===== src/design/psgvgm_pkg.sv =====
package psgvgm_pkg;

    localparam int MAX_CHANNELS = 4;
    localparam int CHAN_W       = $clog2(MAX_CHANNELS);
    localparam int COUNT_W      = 3;

    localparam int FREQ_W       = 16;
    localparam int VOL_W        = 8;
    localparam int ATT_W        = 4;
    localparam int CLOCK_W      = 22;
    localparam int STEP_W       = 8;
    localparam int KIND_W       = 2;
    localparam int SAMPLES_W    = 16;
    localparam int BYTE_W       = 8;

    localparam int CLOCK_SHIFT  = 4;
    localparam int DIVIDEND_W   = CLOCK_W - CLOCK_SHIFT;
    localparam int PRODUCT_W    = FREQ_W + STEP_W;
    localparam int PERIOD_W     = 10;
    localparam int MUL_CNT_W    = $clog2(STEP_W);
    localparam int DIV_CNT_W    = $clog2(DIVIDEND_W);

    localparam int MAX_BYTES    = 9;
    localparam int REMAIN_W     = $clog2(MAX_BYTES + 1);

    localparam int CFG_INDEX_W  = 3;
    localparam int CFG_DATA_W   = CLOCK_W;

    localparam logic [CFG_INDEX_W-1:0] REG_PSG_CLOCK     = 3'd0;
    localparam logic [CFG_INDEX_W-1:0] REG_FREQ_STEP     = 3'd1;
    localparam logic [CFG_INDEX_W-1:0] REG_CHANNEL_COUNT = 3'd2;
    localparam logic [CFG_INDEX_W-1:0] REG_WAIT_KIND     = 3'd3;
    localparam logic [CFG_INDEX_W-1:0] REG_WAIT_SAMPLES  = 3'd4;

    localparam logic [CLOCK_W-1:0]   RESET_PSG_CLOCK     = 22'd3579545;
    localparam logic [STEP_W-1:0]    RESET_FREQ_STEP     = 8'd1;
    localparam logic [COUNT_W-1:0]   RESET_CHANNEL_COUNT = 3'd3;
    localparam logic [SAMPLES_W-1:0] RESET_WAIT_SAMPLES  = 16'd735;

    localparam logic [KIND_W-1:0] WAIT_FRAME_60 = 2'd0;
    localparam logic [KIND_W-1:0] WAIT_FRAME_50 = 2'd1;
    localparam logic [KIND_W-1:0] WAIT_SAMPLES  = 2'd2;

    localparam logic [BYTE_W-1:0] CMD_PSG_WRITE = 8'h50;
    localparam logic [BYTE_W-1:0] LATCH_ATTEN   = 8'h90;
    localparam logic [BYTE_W-1:0] LATCH_TONE    = 8'h80;
    localparam logic [BYTE_W-1:0] CMD_WAIT_60   = 8'h62;
    localparam logic [BYTE_W-1:0] CMD_WAIT_50   = 8'h63;
    localparam logic [BYTE_W-1:0] CMD_WAIT_N    = 8'h61;
    localparam logic [BYTE_W-1:0] LOW_NIBBLE    = 8'h0F;

    localparam logic [PERIOD_W-1:0] PERIOD_MAX  = 10'd1023;
    localparam logic [ATT_W-1:0]    VOL_MAX     = 4'd15;

    typedef struct packed {
        logic [CHAN_W-1:0]    chan;
        logic [ATT_W-1:0]     atten;
        logic [PERIOD_W-1:0]  period;
        logic                 frame_end;
        logic [KIND_W-1:0]    wait_kind;
        logic [SAMPLES_W-1:0] wait_samples;
    } emit_load_t;

    typedef enum logic [3:0] {
        ST_IDLE = 4'b0001,
        ST_MUL  = 4'b0010,
        ST_DIV  = 4'b0100,
        ST_EMIT = 4'b1000
    } state_t;

endpackage


===== src/design/psgvgm_mul.sv =====
module psgvgm_mul (
    input  logic                              clk,
    input  logic                              rst_n,
    input  logic                              start,
    input  logic [psgvgm_pkg::FREQ_W-1:0]     mcand,
    input  logic [psgvgm_pkg::STEP_W-1:0]     mplier,
    output logic                              done,
    output logic [psgvgm_pkg::PRODUCT_W-1:0]  product
);
    import psgvgm_pkg::*;

    logic                 busy_reg, busy_next;
    logic                 done_reg, done_next;
    logic [MUL_CNT_W-1:0] cnt_reg, cnt_next;
    logic [PRODUCT_W-1:0] mcand_reg, mcand_next;
    logic [STEP_W-1:0]    mplier_reg, mplier_next;
    logic [PRODUCT_W-1:0] acc_reg, acc_next;

    // One multiplier bit per cycle: shift-and-add.
    always_comb
    begin
        busy_next   = busy_reg;
        done_next   = 1'b0;
        cnt_next    = cnt_reg;
        mcand_next  = mcand_reg;
        mplier_next = mplier_reg;
        acc_next    = acc_reg;
        if (start)
        begin
            busy_next   = 1'b1;
            cnt_next    = '0;
            mcand_next  = {{STEP_W{1'b0}}, mcand};
            mplier_next = mplier;
            acc_next    = '0;
        end
        else if (busy_reg)
        begin
            if (mplier_reg[0])
            begin
                acc_next = acc_reg + mcand_reg;
            end
            mcand_next  = {mcand_reg[PRODUCT_W-2:0], 1'b0};
            mplier_next = {1'b0, mplier_reg[STEP_W-1:1]};
            cnt_next    = cnt_reg + 1'b1;
            if (cnt_reg == MUL_CNT_W'(STEP_W - 1))
            begin
                busy_next = 1'b0;
                done_next = 1'b1;
            end
        end
    end

    always_ff @(posedge clk or negedge rst_n)
    begin
        if (!rst_n)
        begin
            busy_reg <= 1'b0;
            done_reg <= 1'b0;
            cnt_reg  <= '0;
        end
        else
        begin
            busy_reg <= busy_next;
            done_reg <= done_next;
            cnt_reg  <= cnt_next;
        end
    end

    always_ff @(posedge clk)
    begin
        mcand_reg  <= mcand_next;
        mplier_reg <= mplier_next;
        acc_reg    <= acc_next;
    end

    assign done    = done_reg;
    assign product = acc_reg;

endmodule


===== src/design/psgvgm_div.sv =====
module psgvgm_div (
    input  logic                               clk,
    input  logic                               rst_n,
    input  logic                               start,
    input  logic [psgvgm_pkg::DIVIDEND_W-1:0]  dividend,
    input  logic [psgvgm_pkg::PRODUCT_W-1:0]   divisor,
    output logic                               done,
    output logic [psgvgm_pkg::DIVIDEND_W-1:0]  quotient
);
    import psgvgm_pkg::*;

    logic                  busy_reg, busy_next;
    logic                  done_reg, done_next;
    logic [DIV_CNT_W-1:0]  cnt_reg, cnt_next;
    logic [DIVIDEND_W-1:0] num_reg, num_next;
    logic [PRODUCT_W-1:0]  rem_reg, rem_next;
    logic [PRODUCT_W-1:0]  dsr_reg, dsr_next;
    logic [PRODUCT_W:0]    trial;
    logic [PRODUCT_W:0]    diff;
    logic                  fits;

    // Restoring division, one quotient bit per cycle. The dividend shifts out
    // of the top of num_reg while quotient bits shift in at the bottom.
    assign trial = {rem_reg, num_reg[DIVIDEND_W-1]};
    assign fits  = trial >= {1'b0, dsr_reg};
    assign diff  = trial - {1'b0, dsr_reg};

    always_comb
    begin
        busy_next = busy_reg;
        done_next = 1'b0;
        cnt_next  = cnt_reg;
        num_next  = num_reg;
        rem_next  = rem_reg;
        dsr_next  = dsr_reg;
        if (start)
        begin
            busy_next = 1'b1;
            cnt_next  = '0;
            num_next  = dividend;
            rem_next  = '0;
            dsr_next  = divisor;
        end
        else if (busy_reg)
        begin
            rem_next = fits ? diff[PRODUCT_W-1:0] : trial[PRODUCT_W-1:0];
            num_next = {num_reg[DIVIDEND_W-2:0], fits};
            cnt_next = cnt_reg + 1'b1;
            if (cnt_reg == DIV_CNT_W'(DIVIDEND_W - 1))
            begin
                busy_next = 1'b0;
                done_next = 1'b1;
            end
        end
    end

    always_ff @(posedge clk or negedge rst_n)
    begin
        if (!rst_n)
        begin
            busy_reg <= 1'b0;
            done_reg <= 1'b0;
            cnt_reg  <= '0;
        end
        else
        begin
            busy_reg <= busy_next;
            done_reg <= done_next;
            cnt_reg  <= cnt_next;
        end
    end

    always_ff @(posedge clk)
    begin
        num_reg <= num_next;
        rem_reg <= rem_next;
        dsr_reg <= dsr_next;
    end

    assign done     = done_reg;
    assign quotient = num_reg;

endmodule


===== src/design/psgvgm_emit.sv =====
module psgvgm_emit (
    input  logic                           clk,
    input  logic                           rst_n,
    input  logic                           load,
    input  psgvgm_pkg::emit_load_t         frame,
    output logic                           out_valid,
    input  logic                           out_ready,
    output logic [psgvgm_pkg::BYTE_W-1:0]  out_byte,
    output logic                           last,
    output logic                           finished
);
    import psgvgm_pkg::*;

    logic [MAX_BYTES-1:0][BYTE_W-1:0] shreg_reg, shreg_next;
    logic [REMAIN_W-1:0]              remain_reg, remain_next;
    logic [MAX_BYTES-1:0][BYTE_W-1:0] bytes;
    logic [REMAIN_W-1:0]              nbytes;
    logic [BYTE_W-1:0]                chan_bits;
    logic                             take;

    assign chan_bits = {1'b0, frame.chan, 5'b0};

    always_comb
    begin
        bytes    = '0;
        bytes[0] = CMD_PSG_WRITE;
        bytes[1] = LATCH_ATTEN | chan_bits | {4'b0, frame.atten};
        bytes[2] = CMD_PSG_WRITE;
        bytes[3] = LATCH_TONE | chan_bits | ({4'b0, frame.period[3:0]} & LOW_NIBBLE);
        bytes[4] = CMD_PSG_WRITE;
        bytes[5] = {2'b0, frame.period[PERIOD_W-1:4]};
        nbytes   = REMAIN_W'(6);
        if (frame.frame_end)
        begin
            unique case (frame.wait_kind)
                WAIT_FRAME_60:
                begin
                    bytes[6] = CMD_WAIT_60;
                    nbytes   = REMAIN_W'(7);
                end
                WAIT_FRAME_50:
                begin
                    bytes[6] = CMD_WAIT_50;
                    nbytes   = REMAIN_W'(7);
                end
                WAIT_SAMPLES:
                begin
                    bytes[6] = CMD_WAIT_N;
                    bytes[7] = frame.wait_samples[7:0];
                    bytes[8] = frame.wait_samples[15:8];
                    nbytes   = REMAIN_W'(9);
                end
                default:
                begin
                    nbytes = REMAIN_W'(6);
                end
            endcase
        end
    end

    assign out_valid = remain_reg != '0;
    assign take      = out_valid && out_ready;
    assign out_byte  = shreg_reg[0];
    assign last      = remain_reg == REMAIN_W'(1);
    assign finished  = take && last;

    // The frame's bytes leave one per transaction from the bottom of the line.
    always_comb
    begin
        shreg_next  = shreg_reg;
        remain_next = remain_reg;
        if (load)
        begin
            shreg_next  = bytes;
            remain_next = nbytes;
        end
        else if (take)
        begin
            shreg_next  = {{BYTE_W{1'b0}}, shreg_reg[MAX_BYTES-1:1]};
            remain_next = remain_reg - 1'b1;
        end
    end

    always_ff @(posedge clk or negedge rst_n)
    begin
        if (!rst_n)
        begin
            remain_reg <= '0;
        end
        else
        begin
            remain_reg <= remain_next;
        end
    end

    always_ff @(posedge clk)
    begin
        shreg_reg <= shreg_next;
    end

`ifndef NO_ASSERTIONS
    a_last_ends_frame: assert property (@(posedge clk) disable iff (!rst_n)
        finished |=> !out_valid)
        else $error("output still valid after the final byte");
    a_load_when_empty: assert property (@(posedge clk) disable iff (!rst_n)
        load |-> !out_valid)
        else $error("new frame loaded over pending bytes");
    a_remain_bounded: assert property (@(posedge clk) disable iff (!rst_n)
        remain_reg <= REMAIN_W'(MAX_BYTES))
        else $error("byte count beyond the longest frame");
`endif

endmodule


===== src/design/psg_vgm_command_encoder.sv =====
// Channel   Direction  Handshake                    Payload
// in        input      in_valid / in_ready          frequency, volume
// out       output     out_valid / out_ready        out_byte, last
// cfg       input      cfg_valid / cfg_ready        cfg_index, cfg_data
//
// One item at a time: a serial multiply, then a serial divide, then 6 to 9
// output bytes at one per transaction.
// Reset restores the register defaults and returns the channel counter to 0.
// A stall on the output holds the current byte; no new item is taken meanwhile.
module psg_vgm_command_encoder (
    input  logic                                clk,
    input  logic                                rst_n,
    input  logic                                in_valid,
    output logic                                in_ready,
    input  logic [psgvgm_pkg::FREQ_W-1:0]       frequency,
    input  logic [psgvgm_pkg::VOL_W-1:0]        volume,
    output logic                                out_valid,
    input  logic                                out_ready,
    output logic [psgvgm_pkg::BYTE_W-1:0]       out_byte,
    output logic                                last,
    input  logic                                cfg_valid,
    output logic                                cfg_ready,
    input  logic [psgvgm_pkg::CFG_INDEX_W-1:0]  cfg_index,
    input  logic [psgvgm_pkg::CFG_DATA_W-1:0]   cfg_data
);
    import psgvgm_pkg::*;

    state_t               state_reg, state_next;
    logic [CLOCK_W-1:0]   psg_clock_reg;
    logic [STEP_W-1:0]    freq_step_reg;
    logic [COUNT_W-1:0]   channel_count_reg;
    logic [KIND_W-1:0]    wait_kind_reg;
    logic [SAMPLES_W-1:0] wait_samples_reg;
    logic [CHAN_W-1:0]    channel_index_reg, channel_index_next;
    logic [CHAN_W-1:0]    chan_reg, chan_next;
    logic                 frame_end_reg, frame_end_next;
    logic [VOL_W-1:0]     vol_reg, vol_next;
    logic                 zero_reg, zero_next;

    logic                 in_take;
    logic                 mul_done;
    logic [PRODUCT_W-1:0] product;
    logic                 div_done;
    logic [DIVIDEND_W-1:0] quotient;
    logic                 emit_done;
    logic [COUNT_W-1:0]   count_eff;
    logic                 is_frame_end;
    logic [PERIOD_W-1:0]  period;
    logic [ATT_W-1:0]     atten;
    emit_load_t           frame;

    assign in_ready  = state_reg == ST_IDLE;
    assign in_take   = in_valid && in_ready;
    assign cfg_ready = 1'b1;

    always_comb
    begin
        priority if (channel_count_reg == '0)
        begin
            count_eff = COUNT_W'(1);
        end
        else if (channel_count_reg > COUNT_W'(MAX_CHANNELS))
        begin
            count_eff = COUNT_W'(MAX_CHANNELS);
        end
        else
        begin
            count_eff = channel_count_reg;
        end
    end

    assign is_frame_end = ({1'b0, channel_index_reg} + 1'b1) >= count_eff;

    always_comb
    begin
        state_next         = state_reg;
        channel_index_next = channel_index_reg;
        chan_next          = chan_reg;
        frame_end_next     = frame_end_reg;
        vol_next           = vol_reg;
        zero_next          = zero_reg;
        unique case (state_reg)
            ST_IDLE:
            begin
                if (in_take)
                begin
                    state_next     = ST_MUL;
                    chan_next      = channel_index_reg;
                    frame_end_next = is_frame_end;
                    vol_next       = volume;
                    channel_index_next = is_frame_end ? '0 : channel_index_reg + 1'b1;
                end
            end
            ST_MUL:
            begin
                if (mul_done)
                begin
                    state_next = ST_DIV;
                    zero_next  = product == '0;
                end
            end
            ST_DIV:
            begin
                if (div_done)
                begin
                    state_next = ST_EMIT;
                end
            end
            ST_EMIT:
            begin
                if (emit_done)
                begin
                    state_next = ST_IDLE;
                end
            end
            default:
            begin
                state_next = ST_IDLE;
            end
        endcase
    end

    always_ff @(posedge clk or negedge rst_n)
    begin
        if (!rst_n)
        begin
            state_reg         <= ST_IDLE;
            channel_index_reg <= '0;
            psg_clock_reg     <= RESET_PSG_CLOCK;
            freq_step_reg     <= RESET_FREQ_STEP;
            channel_count_reg <= RESET_CHANNEL_COUNT;
            wait_kind_reg     <= WAIT_FRAME_60;
            wait_samples_reg  <= RESET_WAIT_SAMPLES;
        end
        else
        begin
            state_reg         <= state_next;
            channel_index_reg <= channel_index_next;
            if (cfg_valid && cfg_ready)
            begin
                unique case (cfg_index)
                    REG_PSG_CLOCK:     psg_clock_reg     <= cfg_data;
                    REG_FREQ_STEP:     freq_step_reg     <= cfg_data[STEP_W-1:0];
                    REG_CHANNEL_COUNT: channel_count_reg <= cfg_data[COUNT_W-1:0];
                    REG_WAIT_KIND:     wait_kind_reg     <= cfg_data[KIND_W-1:0];
                    REG_WAIT_SAMPLES:  wait_samples_reg  <= cfg_data[SAMPLES_W-1:0];
                    default:
                    begin
                    end
                endcase
            end
        end
    end

    always_ff @(posedge clk)
    begin
        chan_reg      <= chan_next;
        frame_end_reg <= frame_end_next;
        vol_reg       <= vol_next;
        zero_reg      <= zero_next;
    end

    psgvgm_mul u_mul (
        .clk     (clk),
        .rst_n   (rst_n),
        .start   (in_take),
        .mcand   (frequency),
        .mplier  (freq_step_reg),
        .done    (mul_done),
        .product (product)
    );

    psgvgm_div u_div (
        .clk      (clk),
        .rst_n    (rst_n),
        .start    (mul_done),
        .dividend (psg_clock_reg[CLOCK_W-1:CLOCK_SHIFT]),
        .divisor  (product),
        .done     (div_done),
        .quotient (quotient)
    );

    // A zero divisor and any quotient above the ten-bit range both give the
    // longest period.
    assign period = (zero_reg || (quotient[DIVIDEND_W-1:PERIOD_W] != '0))
                    ? PERIOD_MAX : quotient[PERIOD_W-1:0];
    assign atten  = (vol_reg[VOL_W-1:ATT_W] != '0) ? '0 : VOL_MAX - vol_reg[ATT_W-1:0];

    always_comb
    begin
        frame.chan         = chan_reg;
        frame.atten        = atten;
        frame.period       = period;
        frame.frame_end    = frame_end_reg;
        frame.wait_kind    = wait_kind_reg;
        frame.wait_samples = wait_samples_reg;
    end

    psgvgm_emit u_emit (
        .clk       (clk),
        .rst_n     (rst_n),
        .load      (div_done),
        .frame     (frame),
        .out_valid (out_valid),
        .out_ready (out_ready),
        .out_byte  (out_byte),
        .last      (last),
        .finished  (emit_done)
    );

`ifndef NO_ASSERTIONS
    a_out_only_emitting: assert property (@(posedge clk) disable iff (!rst_n)
        out_valid |-> state_reg == ST_EMIT)
        else $error("output valid outside the emit phase");
    a_mul_done_in_mul: assert property (@(posedge clk) disable iff (!rst_n)
        mul_done |-> state_reg == ST_MUL)
        else $error("multiplier finished outside the multiply phase");
    a_div_feeds_output: assert property (@(posedge clk) disable iff (!rst_n)
        div_done |=> out_valid)
        else $error("division finished without output bytes following");
`endif

endmodule

===== config.mk =====
export PLATFORM = sky130hd
export DESIGN_NAME = psg_vgm_command_encoder
export DESIGN_NICKNAME = d
export VERILOG_FILES = /design/src/design/psgvgm_pkg.sv /design/src/design/psgvgm_mul.sv /design/src/design/psgvgm_div.sv /design/src/design/psgvgm_emit.sv /design/src/design/psg_vgm_command_encoder.sv
export SDC_FILE = /design/constraint.sdc
export NUM_CORES = 1
export LEC_CHECK = 0
export ABC_AREA = 1
export BUFFER_PORTS_ARGS = -buffer_cell sky130_fd_sc_hd__buf_2
export CAP_MARGIN = 0
export CORE_UTILIZATION = 41
export CTS_CLUSTER_SIZE = 8
export DETAILED_ROUTE_END_ITERATION = 7
export SETUP_SLACK_MARGIN = 0.4
export SLEW_MARGIN = 20
export SYNTH_ARGS = -nofsm -noshare
export SYNTH_HDL_FRONTEND = slang
export SYNTH_HIERARCHICAL = 1
export SYNTH_SLANG_ARGS = --single-unit

===== constraint.sdc =====
create_clock -name clk -period 4 [get_ports clk]
set_input_delay 0.4 -clock clk [delete_from_list [all_inputs] [get_ports clk]]
set_output_delay 0.4 -clock clk [all_outputs]
set_load 0.01 [all_outputs]

== Word-level counts from Yosys, hierarchy flattened ==
Index checks and enable logic that the tools add are counted.
Widths: inputs -> output; s select.
Operators by class
  muxes and demuxes: 42
  eq/ne operators: 17
  $lt $le $gt $ge: 3
  reduce and logical (&&, ||, !) cells: 24
  add/subtract/negate cells: 8
  bitwise operators: 2
Operators by type and width (count)
  $mux 72: 2
  $mux 16: 3
  $mux 24: 2
  $mux 18: 2
  $mux 4: 8
  $ge 25x24->1: 1
  $add 24x24->24: 1
  $logic_not 24->1: 1
  $sub 24x24->24: 1
  $pmux 7 s3: 1
  $mux 8: 2
  $or 8x4->8: 2
  $pmux 4 s4: 1
  $reduce_and 2->1: 8
  $mux 1: 12
  $mux 3: 4
  $mux 10: 1
  $mux 5: 2
  $eq 4x1->1 const B: 2
  $pmux 4 s2: 1
  $reduce_bool 4->1: 2
  $reduce_bool 8->1: 1
  $eq 3x2->1 const B: 2
  $eq 3x3->1 const B: 2
  25 further kinds: 32
Storage, ports and cells
  word-level logic and storage cells: 131
  register bits: 279

== Logic depth before layout (Yosys ltp) ==
  depth after elaboration: 5
  mapped depth: 15

== Cells and area by module ==
Netlist, hierarchy kept.
By module, submodules not included
  psgvgm_div: times used 1, seq. area each 1916.8 um2, cells each 714, area each 4887.2 um2
  psgvgm_mul: times used 1, seq. area each 1486.4 um2, cells each 634, area each 4116.4 um2
  psgvgm_emit: times used 1, seq. area each 2001.9 um2, cells each 329, area each 3208.1 um2
  psg_vgm_command_encoder: times used 1, seq. area each 1715.4 um2, cells each 292, area each 2839.0 um2

== Worst setup path after synthesis ==
No wires, ideal clock.
  path type: register to register
  start: register state_reg[0]
  end: register u_mul.mcand_reg[0] (enable)
  data arrival time: 2.126 ns
  setup time: 0.381 ns
  slack: 1.493 ns
  clock period less this slack: 2.507 ns
  path buffers: 1
  stages on the path, launching flop included: 9
  path through: dfstp_2 -> inv_1 -> nor2_1 -> and2_2 -> nand2_1 -> inv_1 -> inv_1 -> clkbuf_1 -> nand2_1
Between the ends
  word-level cells in the longest chain between the ends: 3
Ends and longest elaborated chain
  start: declaration: RTL line psg_vgm_command_encoder.sv:28  | state_t state_reg, state_next;
  start signal: assignment: RTL line psg_vgm_command_encoder.sv:137  | state_reg <= state_next;
  $eq 4x1->1: RTL line psg_vgm_command_encoder.sv:52  | assign in_ready = state_reg == ST_IDLE;
  named net in_ready: RTL line psg_vgm_command_encoder.sv:14  | output logic in_ready,
  $logic_and 1x1->1: RTL line psg_vgm_command_encoder.sv:53  | assign in_take = in_valid && in_ready;
  named net in_take: RTL line psg_vgm_command_encoder.sv:40  | logic in_take;
  $reduce_bool 2->1 (no line)
  end signal: assignment: RTL line psgvgm_mul.sv:71  | mcand_reg <= mcand_next;
  end: declaration: RTL line psgvgm_mul.sv:15  | logic [PRODUCT_W-1:0] mcand_reg, mcand_next;
The timed path passes the listed nets, and every way through them passes these cells.
A chain may end at the register's enable or synchronous reset.

== Worst setup path in the final report ==
  start: register u_div.dsr_reg[3]
  end: register u_div.num_reg[0], in the netlist u_div/quotient[0] (data pin)
Between the ends
  word-level cells in the longest chain between the ends: 3
Ends and longest elaborated chain
  start: declaration: RTL line psgvgm_div.sv:17  | logic [PRODUCT_W-1:0] dsr_reg, dsr_next;
  start signal: assignment: RTL line psgvgm_div.sv:77  | dsr_reg <= dsr_next;
  $ge 25x24->1: RTL line psgvgm_div.sv:25  | assign fits = trial >= {1'b0, dsr_reg};
  $mux 18: RTL line psgvgm_div.sv:44  | else if (busy_reg)
  $mux 18: RTL line psgvgm_div.sv:36  | if (start)
  named net u_div.num_next[0]: RTL line psgvgm_div.sv:15  | logic [DIVIDEND_W-1:0] num_reg, num_next;
  end signal: assignment: RTL line psgvgm_div.sv:75  | num_reg <= num_next;
  end: declaration: RTL line psgvgm_div.sv:15
The timed path passes the listed nets, and every way through them passes these cells. The select of a mux whose other input is x is not followed.

==> impl_metrics.csv <==
group,metric,value,unit
timing,post-route-period-util,65.60,%
status,run_status,"complete, no violations",
placement,globalplace.congestion,0.9258,
synthesis,async_reset_ff_share,25.09,%
critical_path,r2r_cells,12,
die,die_w,193.6,um
timing,hold_viol,0,
final_layout,antenna_cells,0,
global_routing,grt_max_degree,58,
drt,drt-vias-per-instance,4.813,
drt,wire_per_inst,14.26,um
min_path,hp-class,"input port to flip-flop",
clocking,cts_tree,"done",
synthesis,syn_nets,2086,
drt,drt_wl_total,35970,um
timing,setup-tns-final,0,ns
final_layout,final_util,47.26,%
pwr,power.leakage,8.507,nW
pwr,p_per_area,773.2,nW/um^2
synthesis,synth_edf_count,124,
final_layout,fin_nets,2147,
drt,ant_nets,0,
placement,dp_hpwl,25600,um
clocking,clock_latency,0.57,ns
global_routing,overflow,0,
critical_path,path_common_cell,"nand2_1",
synthesis,syn_inst,1969,
clocking,cts.path.max_buffers,3,
clocking,cts_made_buffers,40,
critical_path,crit_chain,"inv_1, ha_1, nand2_1, inv_1, nand2_1, nand2_1, nand2_1, nand3_1, nand2_2, nand3_4, nand2_1, nand2_1",
global_routing,grt_pass1_wl,59570,um
critical_path,cp_max_fo,25,
critical_path,required,4.32,ns
die,io_pins,66,
timing,worst_pin_slew,0.9511,ns
synthesis,yosysTopAreaCell,"edfxtp_1",
timing,fmax,381.1,MHz
critical_path,crit_type,"flip-flop to flip-flop",
synthesis,yosys_warnings,6,
clocking,h-tree-depth,2,
placement,port_buffers,64,
final_layout,drive_gt1_share,9.893,%
run,maxCapViolCount,0,
synthesis,synth_area_leaders,"edfxtp_1 (25%), nand2_1 (18%), dfxtp_1 (11%)",
placement,placed_area,15710,sq um
timing,finalMaxSlewViolations,0,
drt,dr.first_iter.drc_count,700,
clocking,root_buffer,"clkbuf_16",
synthesis,syn_avg_cell_area,7.644,sq um
synthesis,synthDistinctLibCells,45,
synthesis,synth_ff_type,"edfxtp_1",
placement,dp_slack,1.384,ns
die,dieArea,37480,sq um
synthesis,syn_area,15050,sq um
timing,setup_viol,0,
synthesis,synth_seq_area_share,47.31,%
final_layout,nFillCells,3542,
critical_path,max_stage_delay,0.50,ns
drt,vias,12142,
global_routing,antenna_found_initial,0,
clocking,postCtsSetupRepairBufs,0,
clocking,clk_pin_slew,0.06,ns
final_layout,largest_reg_flops,64,
global_routing,grt_pass1_vias,11799,
timing,relSlewSlack,36.44,%
final_layout,area_growth_syn_to_layout,12.51,%
timing,clock_skew,0.02987,ns
timing,fin_ws,1.376,ns
die,core_area,35830,sq um
timing,rsz0062_at_grt,"no",
timing,finalCriticalPeriod,2.624,ns
clocking,cts_resized,0,
min_path,whs_path_depth,1,
drt,route.detailed.drc,0,
final_layout,register_area,7122,sq um
critical_path,critPathCaptureType,"flip-flop",
synthesis,ys_ff_latch,275,
synthesis,synth_top_area_share,24.74,%
critical_path,cpMaxStageDelayCell,"nand2_2",
clocking,cts_sinks,275,
global_routing,grt_usage,19.72,%
drt,drt-pass1-iter-count,7,
final_layout,fin_area,16930,sq um
die,initial_core_util,42.01,%
critical_path,cp-start-kind,"flip-flop",
pwr,ir_drop,377.8,uV
die,row_count,69,
die,die_h,193.6,um
critical_path,arrival,2.94,ns
final_layout,multi_input_area,6444,sq um
==> metrics by stage <==
stage	total power, mW	hold WS [ns]	cells
floorplan	8.625	0.1044	1969
global placement	9.857	0.4152	2447
detailed placement	9.950	0.4222	2447
CTS	13.24	0.001225	2522
global route	14.25	0.005735	2523
finish	13.09	0.02541	2523
==> kinds of logic (layout without fill, tap and decap cells) <==
| logic type | Yosys count | after routing | share of synthesized area, % |
|---|---|---|---|
| flops | 275 | 275 | 47.31 |
| simple gates | 1101 | 1101 | 31.00 |
| other cells | 1 | 1 | 0.02492 |
| compound gates | 146 | 146 | 5.387 |
| fa+ha+maj | 63 | 63 | 5.337 |
| buf+inv | 365 | 458 | 9.893 |
| xor+xnor | 18 | 18 | 1.047 |
==> layout by cell type (no fill, tap or decap), types with 30 or more instances in the layout <==
master,n
nand2_1,704
inv_1,293
nor2_1,186
edfxtp_1,124
nand3_1,110
dfxtp_1,82
o21ai_0,71
buf_2,64
ha_1,61
dfrtp_1,45
clkbuf_16,41
nand4_1,36
a21oi_1,30
clkbuf_1,30
==> metal layers <==
layer	vias up	track usage (%)	wire [um]	share of wire, %
met4	0	6.222	907	2.5
met3	64	3.347	1500	4.2
met2	227	30.83	15720	44
met5	-	0	0	0
met1	5546	27.76	17840	50
li1	6305	-	-	-
==> worst paths after layout <==
path / slack, ns / endpoint / from
max reg2reg: 1.38 / u_div/quotient[0] / u_div/dsr_reg[3]
min: 0.03 / vol_reg[3] / volume[3]
max: 1.38 / u_div/quotient[0] / u_div/dsr_reg[3]
max in group asynchronous: 2.64 / wait_samples_reg[3] / rst_n
min in group asynchronous: 0.51 / u_emit/remain_reg[1] / rst_n
min reg2reg: 0.43 / u_emit/out_byte[3] / u_emit/shreg_reg[11]
==> power by group <==
part	total [mW]	switching, mW	leakage [nW]	internal (mW)
combinational	5.11	3.33	5.21	1.78
sequential	4.79	0.666	2.73	4.12
clock	3.20	1.26	0.569	1.93
total	13.1	5.25	8.51	7.84
==> synth_stat cells, types with 11 or more instances <==
cell type  number
nand2_1       705
inv_1         294
nor2_1        186
edfxtp_1      124
nand3_1       110
dfxtp_1        82
o21ai_0        71
ha_1           61
dfrtp_1        46
nand4_1        36
a21oi_1        30
dfstp_2        23
nand3b_1       23
o21ai_1        23
clkbuf_1       21
buf_2          20
buf_4          15
o21ai_2        14
xnor2_1        12
nand2_2        11
==> final cells by class <==
cell class | count | share of cell area (%)
clock buffer | 71 | 6.724
clock inverter | 3 | 0.3916
inverter | 304 | 6.739
multi-input combinational | 1329 | 38.05
sequential | 275 | 42.06
tap | 461 | 3.406
timing repair buffer | 80 | 2.630
==> repair_timing <==
item,4_1_cts,5_1_grt
hold endpoints to repair,16,1
setup endpoints to repair,0,0
hold buffers,1,1
==> critical path, delay by kind of cell, from the launching register on <==
family / cells / cell delay [ns]
DFF: 1 / 0.33
adders and majority gates: 1 / 0.34
buffers and inverters: 2 / 0.08
and+or+nand+nor: 9 / 1.60
Power figures use the tool's default switching activity.
